<file path="config.mk">
export PLATFORM = sky130hd
export DESIGN_NAME = streaming_k_smallest
export DESIGN_NICKNAME = d
export VERILOG_FILES = /design/src/skl_pkg.sv /design/src/streaming_k_smallest.sv /design/src/skl_sort_store.sv
export VERILOG_INCLUDE_DIRS = /design/src /design/src/src
export SDC_FILE = /design/constraint.sdc
export NUM_CORES = 2
export LEC_CHECK = 0
export ABC_AREA = 1
export BUFFER_PORTS_ARGS = -buffer_cell sky130_fd_sc_hd__buf_2
export CORE_MARGIN = 1.5
export CORE_UTILIZATION = 50
export CTS_BUF_LIST = sky130_fd_sc_hd__clkbuf_4
export DETAILED_ROUTE_END_ITERATION = 6
export PLACE_DENSITY = 0.66
export SLEW_MARGIN = 20
export SYNTH_ARGS = -nofsm -noshare
export SYNTH_HDL_FRONTEND = slang
export SYNTH_SLANG_ARGS = --single-unit
export TNS_END_PERCENT = 50
</file>
<file path="constraint.sdc">
create_clock -name clk -period 41.7 [get_ports clk]
set_clock_uncertainty 0.05 [all_clocks]
set_input_delay 4.17 -clock clk [delete_from_list [all_inputs] [get_ports clk]]
set_output_delay 4.17 -clock clk [all_outputs]
set_load 0.01 [all_outputs]
</file>
<file path="src/assert_macros.svh">
`ifndef ASSERT_MACROS_SVH
`define ASSERT_MACROS_SVH

// check a property on every clock edge outside reset
`define SKL_ASSERT(lbl, prop, msg) \
  lbl: assert property (@(posedge clk) disable iff (!rst_n) prop) else $error(msg);

// check that a condition leads to a consequence in the next cycle
`define SKL_ASSERT_NEXT(lbl, ante, cons, msg) \
  lbl: assert property (@(posedge clk) disable iff (!rst_n) (ante) |=> (cons)) else $error(msg);

`endif

</file>
<file path="src/skl_pkg.sv">
`timescale 1ns / 1ps

package skl_pkg;

  localparam int VAL_W  = 32;
  localparam int RANK_W = 4;
  localparam int KEEP_W = 5;
  localparam logic [KEEP_W-1:0] KEEP_RESET = 5'd10;

  typedef struct packed {
    logic signed [VAL_W-1:0] sample_value;
    logic                    end_of_stream;
  } skl_in_t;

  typedef struct packed {
    logic signed [VAL_W-1:0] smallest_value;
    logic [RANK_W-1:0]       rank_position;
    logic                    last_of_run;
  } skl_out_t;

  typedef struct packed {
    logic upd;
    logic clear;
  } skl_ctl_t;

endpackage

</file>
<file path="src/streaming_k_smallest.sv">
`timescale 1ns / 1ps
// Streaming k-smallest selection.
// Input beats (in_valid / in_stall) carry a signed sample and an end flag. The block
// keeps the keep_count smallest samples of the current stream in a sorted register
// store; each sample is compared against every kept entry in parallel and shifted in,
// so one input beat is taken per cycle unless in_stall holds an end beat.
// On the beat with end_of_stream set, the updated list moves into a drain buffer and
// the store empties for the next stream. The drain buffer sends one result beat per
// cycle while out_stall is low (out_valid / out_stall), in ascending order, rank 0
// first, last_of_run on the final one; the input stage register loads the buffer.
// While a run drains, non-end samples of the next stream are still taken; a second
// end beat waits in the input stage until the drain buffer is empty or sending its
// last beat, and in_stall is raised meanwhile.
// A stalled result beat holds until taken.
// cfg_valid / cfg_ready writes keep_count (always ready); write it only when idle.
// Reset: keep_count returns to 10, the store and drain buffer empty, no beat pending.
module streaming_k_smallest import skl_pkg::*; #(
  parameter int MAX_KEEP = 16
) (
  input  logic              clk,
  input  logic              rst_n,
  input  logic              in_valid,
  output logic              in_stall,
  input  skl_in_t           in_data,
  output logic              out_valid,
  input  logic              out_stall,
  output skl_out_t          out_data,
  input  logic              cfg_valid,
  output logic              cfg_ready,
  input  logic [KEEP_W-1:0] cfg_data
);

`include "assert_macros.svh"

  localparam int CW = $clog2(MAX_KEEP + 1);
  localparam int LW = (CW > KEEP_W) ? CW : KEEP_W;

  logic [KEEP_W-1:0]              keep_r;
  logic [LW-1:0]                  keep_ext;
  logic [CW-1:0]                  lim;

  skl_in_t                        item_r;
  logic                           item_vld_r;
  logic                           stage_hold;
  logic                           stage_fire;
  skl_ctl_t                       ctl;

  logic [MAX_KEEP-1:0][VAL_W-1:0] vals_nxt;
  logic [CW-1:0]                  cnt_nxt;

  logic [MAX_KEEP-1:0][VAL_W-1:0] drn_vals_r;
  logic [CW-1:0]                  drn_left_r;
  logic [RANK_W-1:0]              rank_r;
  logic                           out_pop;
  logic                           drn_free;
  logic                           drn_load;

  logic                           step_pop;
  logic signed [VAL_W-1:0]        head_val;

  // config
  assign cfg_ready = 1'b1;

  always_ff @(posedge clk) begin
    if (!rst_n) begin
      keep_r <= KEEP_RESET;
    end else if (cfg_valid && cfg_ready) begin
      keep_r <= cfg_data;
    end
  end

  // clamp the limit to 1..MAX_KEEP
  always_comb begin
    keep_ext = LW'(keep_r);
    if (keep_ext == '0) begin
      lim = CW'(1);
    end else if (keep_ext > LW'(MAX_KEEP)) begin
      lim = CW'(MAX_KEEP);
    end else begin
      lim = CW'(keep_ext);
    end
  end

  // drain buffer and input stage handshake
  assign out_valid = (drn_left_r != '0);
  assign out_pop   = out_valid && !out_stall;
  assign drn_free  = (drn_left_r == '0) || ((drn_left_r == CW'(1)) && out_pop);

  assign stage_hold = item_vld_r && item_r.end_of_stream && !drn_free;
  assign stage_fire = item_vld_r && !stage_hold;
  assign in_stall   = stage_hold;
  assign drn_load   = stage_fire && item_r.end_of_stream;

  assign ctl.upd   = stage_fire;
  assign ctl.clear = item_r.end_of_stream;

  always_ff @(posedge clk) begin
    if (!rst_n) begin
      item_vld_r <= 1'b0;
    end else if (!stage_hold) begin
      item_vld_r <= in_valid;
    end
  end

  always_ff @(posedge clk) begin
    if (!stage_hold && in_valid) begin
      item_r <= in_data;
    end
  end

  skl_sort_store #(
    .MAX_KEEP (MAX_KEEP),
    .CW       (CW)
  ) u_store (
    .clk      (clk),
    .rst_n    (rst_n),
    .ctl      (ctl),
    .sample   (item_r.sample_value),
    .lim      (lim),
    .vals_nxt (vals_nxt),
    .cnt_nxt  (cnt_nxt)
  );

  always_ff @(posedge clk) begin
    if (!rst_n) begin
      drn_left_r <= '0;
    end else if (drn_load) begin
      drn_left_r <= cnt_nxt;
    end else if (out_pop) begin
      drn_left_r <= drn_left_r - CW'(1);
    end
  end

  // advance toward entry 0 on each beat sent
  always_ff @(posedge clk) begin
    if (drn_load) begin
      drn_vals_r <= vals_nxt;
      rank_r     <= '0;
    end else if (out_pop) begin
      for (int i = 0; i < MAX_KEEP - 1; i++) begin
        drn_vals_r[i] <= drn_vals_r[i + 1];
      end
      rank_r <= rank_r + RANK_W'(1);
    end
  end

  assign out_data.smallest_value = drn_vals_r[0];
  assign out_data.rank_position  = rank_r;
  assign out_data.last_of_run    = (drn_left_r == CW'(1));

  assign step_pop = out_pop && !out_data.last_of_run;
  assign head_val = out_data.smallest_value;

  `SKL_ASSERT(a_stall_end, in_stall |-> (item_vld_r && item_r.end_of_stream), "stray stall")
  `SKL_ASSERT_NEXT(a_ascend, step_pop, out_valid && (head_val >= $past(head_val)), "not ascending")
  `SKL_ASSERT_NEXT(a_rank, step_pop, rank_r == $past(rank_r) + RANK_W'(1), "rank skipped")

endmodule

</file>
<file path="src/skl_sort_store.sv">
`timescale 1ns / 1ps

module skl_sort_store import skl_pkg::*; #(
  parameter int MAX_KEEP = 16,
  parameter int CW       = $clog2(MAX_KEEP + 1)
) (
  input  logic                                clk,
  input  logic                                rst_n,
  input  skl_ctl_t                            ctl,
  input  logic signed [VAL_W-1:0]             sample,
  input  logic [CW-1:0]                       lim,
  output logic [MAX_KEEP-1:0][VAL_W-1:0]      vals_nxt,
  output logic [CW-1:0]                       cnt_nxt
);

  logic [MAX_KEEP-1:0][VAL_W-1:0] vals_r;
  logic [CW-1:0]                  cnt_r;
  logic [CW-1:0]                  cnt_cut;
  logic [MAX_KEEP-1:0]            le;

  // cut the list to the current limit, then place the sample after all entries <= it
  always_comb begin
    cnt_cut = (cnt_r > lim) ? lim : cnt_r;
    for (int i = 0; i < MAX_KEEP; i++) begin
      le[i] = (CW'(i) < cnt_cut) && ($signed(vals_r[i]) <= sample);
    end
    for (int i = 0; i < MAX_KEEP; i++) begin
      if (le[i]) begin
        vals_nxt[i] = vals_r[i];
      end else if (i == 0) begin
        vals_nxt[i] = sample;
      end else if (le[(i > 0) ? i - 1 : 0]) begin
        vals_nxt[i] = sample;
      end else begin
        vals_nxt[i] = vals_r[(i > 0) ? i - 1 : 0];
      end
    end
    cnt_nxt = (cnt_cut < lim) ? cnt_cut + CW'(1) : cnt_cut;
  end

  always_ff @(posedge clk) begin
    if (!rst_n) begin
      cnt_r <= '0;
    end else if (ctl.upd) begin
      cnt_r <= ctl.clear ? '0 : cnt_nxt;
    end
  end

  always_ff @(posedge clk) begin
    if (ctl.upd) begin
      vals_r <= vals_nxt;
    end
  end

endmodule

</file>
==> results.sh <==
export IMPL_floorplan_io_pins=83
export IMPL_drt_pass1_iter_count=6
export IMPL_startpoint_of_the_worst_slack_reg_to_reg_timing_path="drn_left_r[0]"
export IMPL_gr_usage_met2_pct=45.2
export IMPL_post_route_worst_setup_slack_ns=32.43
export IMPL_dieArea_sq_mm=0.135
export IMPL_start_util_pct=50.5
export IMPL_grt_overflow_total=0
export IMPL_finalSetupTns_ns=0
export IMPL_min_path_cells=2
export IMPL_maxCapViolations=0
export IMPL_ctsResizeCount=0
export IMPL_min_delay_worst_endpoint="u_store.cnt_r[0]"
export IMPL_max_stage_delay_ns=0.16
export IMPL_filler_cell_count=12000
export IMPL_worst_pin_slew_ns=1.16
export IMPL_clk_root_buffer_cell="clkbuf_4"
export IMPL_timing_max_slew_rel_slack_pct=22.8
export IMPL_worstPathCellList="buf_2 > inv_1 > nand2_4 > inv_2 > nand2_1 > nand4_1 > inv_1 > buf_2"
export IMPL_postSynthRegisterBits=1077
export IMPL_power_density_mw_per_mm2=55.7
export IMPL_max_clock_freq_mhz=108
export IMPL_final_min_clock_period_ns=9.27
export IMPL_final_period_utilization_pct=22.2
export IMPL_hold_bufs_inserted_after_cts=0
export IMPL_gr_max_usage_layer="met2"
export IMPL_cts_htree_levels=5
export IMPL_design_final_nets=8157
export IMPL_gr_usage_met1_pct=37.3
export IMPL_critical_path_required_ns=37.48
export IMPL_vias=54300
export IMPL_ys_async_sr_fraction_pct=0
export IMPL_yosys_area_top_type_share_pct=47.8
export IMPL_endpoint_kind="output pin"
export IMPL_placeableCoreArea_sq_mm=0.132
export IMPL_grt_setup_unrepaired="no"
export IMPL_type_of_the_setup_path_with_the_least_slack="in -> out"
export IMPL_report_final_hold_viol_count=0
export IMPL_yosysSeqAreaShare_pct=48.4
export IMPL_layout_drive_gt1_share_pct=12.3
export IMPL_post_synth_top_count_cell="nand2_1"
export IMPL_hp_start="u_store.cnt_r[0]"
export IMPL_post_synth_num_cell_types=45
export IMPL_post_synth_cell_area_avg_sq_um=8.82
export IMPL_timing_critical_path_max_delay_family="buffers and inverters"
export IMPL_report_final_slew_viol_count=0
export IMPL_cts_tree="yes"
export IMPL_clkLatencyLatePin_ns=1.30
export IMPL_synth_top_area_cell="edfxtp_1"
export IMPL_use_met3_pct=4.09
export IMPL_timing_critical_path_from_type="primary input"
export IMPL_worstPathMaxFanout=8
export IMPL_leading_cell_types_by_total_area_after_synthesis="edfxtp_1 (48%), nand2_1 (13%), nand3_1 (11%)"
export IMPL_drtIter0Drc=4852
export IMPL_r2r_end="drn_vals_r[451]"
export IMPL_grt_pass1_vias=53500
export IMPL_number_of_enable_flip_flop_cells_after_synthesis=1057
export IMPL_total_leakage_power_nw=31.3
export IMPL_port_buffer_count=81
export IMPL_total_cts_buffers=313
export IMPL_groute_usage_overall_pct=28.0
export IMPL_worstPathArrival_ns=5.05
export IMPL_wirelength_microns=191000
export IMPL_post_route_drc_count=0
export IMPL_finalCoreUtilization_pct=54.4
export IMPL_wl_per_cell_microns=19.9
export IMPL_area_growth_syn_to_layout_pct=7.81
export IMPL_postRouteAntennaNets=0
export IMPL_yosysWarningCount=0
export IMPL_post_place_cells=9028
export IMPL_dpl_hpwl_microns=124000
export IMPL_postCtsSetupRepairBufs=0
export IMPL_syn_inst=7533
export IMPL_hp_class="reg -> reg"
export IMPL_status="finished clean"
export IMPL_row_count=133
export IMPL_setup_viol_count_final=0
export IMPL_dp_worst_setup_slack_ns=32.15
export IMPL_clkTransAtPathRegs_ns=0.06
export IMPL_grt_first_pass_wirelength_microns=300000
export IMPL_most_frequent_cells_after_synthesis="nand2_1 (2276), nand3_1 (1491), edfxtp_1 (1057), ha_1 (525), and2_1 (448)"
export IMPL_number_of_antenna_violations_at_the_first_check_in_global_routing=2
export IMPL_die_h_microns=367
export IMPL_post_drt_via_cell_ratio=5.68
export IMPL_grt_max_degree=167
export IMPL_stdcell_count=9567
export IMPL_reg2regPathDepth=16
export IMPL_critPathSlowestCell="inv_1"
export IMPL_fp_dieW_microns=367
export IMPL_critPathBufInv=5
export IMPL_cts_sinks=1077
export IMPL_synth_cell_area_sq_mm=0.0664
export IMPL_max_vdd_ir_drop_mv=0.0431
export IMPL_globalplace_congestion=0.883
export IMPL_synthFlopType="edfxtp_1"
export IMPL_clock_tree_buffer_depth=4
export IMPL_synthesis_nets=8101
export IMPL_ff2ff_setup_slack_ns=35.55
-- metrics by stage --
step / hold WS, ns / power (mW) / cell area [sq um]
after global routing: 0.450 / 4.24 / 71600
after global placement: 0.411 / 2.95 / 67800
after detailed placement: 0.424 / 2.98 / 67800
after CTS: 0.433 / 4.00 / 71600
final: 0.437 / 3.99 / 71600
after floorplan: 0.395 / 2.70 / 66400
-- sequential cells by signal, indices dropped and copies added, names as in the netlist --
register and count:
head_val 32, drn_vals_r 480, drn_left_r 5, ctl 1, rank_r 4, item_vld_r 1, keep_ext 5, u_store.vals_r 512
u_store.cnt_r 5, item_r 32
-- placed cells by master, fill, tap and decap left out, types with 7 or more instances in the layout --
cell and n:
nor2_1 155, edfxtp_1 1057, o21a_1 31, a21o_1 15, inv_1 241, or2_0 137, and2_1 448, buf_4 103
a21oi_1 242, nand2_1 2268, clkinv_1 41, buf_2 81, o21ai_0 53, clkbuf_4 484, nand2_2 26, nand4_1 49
dfxtp_1 20, diode_2 7, ha_1 525, inv_2 12, nand3_1 1490, or2_1 46, or2_2 223
-- layout make-up --
| cell class | count | area [sq um] | area share, % |
|---|---|---|---|
| Clock inverter | 47 | 178 | 0.248 |
| Antenna cell | 7 | 17.5 | 0.0245 |
| Sequential cell | 1077 | 32100 | 44.9 |
| Multi-Input combinational cell | 5755 | 31200 | 43.6 |
| Timing Repair Buffer | 190 | 1290 | 1.80 |
| Inverter | 252 | 965 | 1.35 |
| Tap cell | 1755 | 2200 | 3.07 |
| Clock buffer | 484 | 3630 | 5.07 |
-- worst reg2reg max path: cells and delay by family (launching register included) --
kind	cells	cell delay, ns
buffers and inverters	6	3.63
AND/OR/NAND/NOR	9	1.71
adder cells (fa/ha/maj)	1	0.22
flip-flops	1	0.39
-- kinds of logic after synthesis --
kind of cell	after synthesis	share of synthesized area, %
compound gates	354	2.93
xor+xnor	8	0.105
fa+ha+maj	525	9.89
buf+inv	701	4.73
flops	1077	48.4
other cells	1	0.00565
simple gates	4867	34.0
-- layer usage --
| layer | routed length (microns) | part of all wire [%] | vias up |
|---|---|---|---|
| met4 | 7640 | 4.0 | 0 |
| met3 | 11900 | 6.3 | 416 |
| met5 | 0 | 0 | - |
| met1 | 82900 | 43 | 26000 |
| met2 | 88200 | 46 | 1952 |
| li1 | - | - | 26000 |
-- worst max path at each step --
stage / depth (start not counted) / end / from
3_5_place_dp: 14 / drn_vals_r[420] / out_stall
6_report: 8 / in_stall / out_stall
2_1_floorplan: 12 / drn_left_r[2] / out_stall
5_1_grt: 8 / in_stall / out_stall
4_1_cts: 8 / in_stall / out_stall
3_3_place_gp: 12 / drn_vals_r[496] / out_stall
-- power breakdown --
part	total (mW)	switching (mW)	internal [mW]
Clock	1.01	0.488	0.523
Sequential	1.74	0.141	1.60
Combinational	1.24	0.830	0.405
Power figures use the tool's default switching activity.
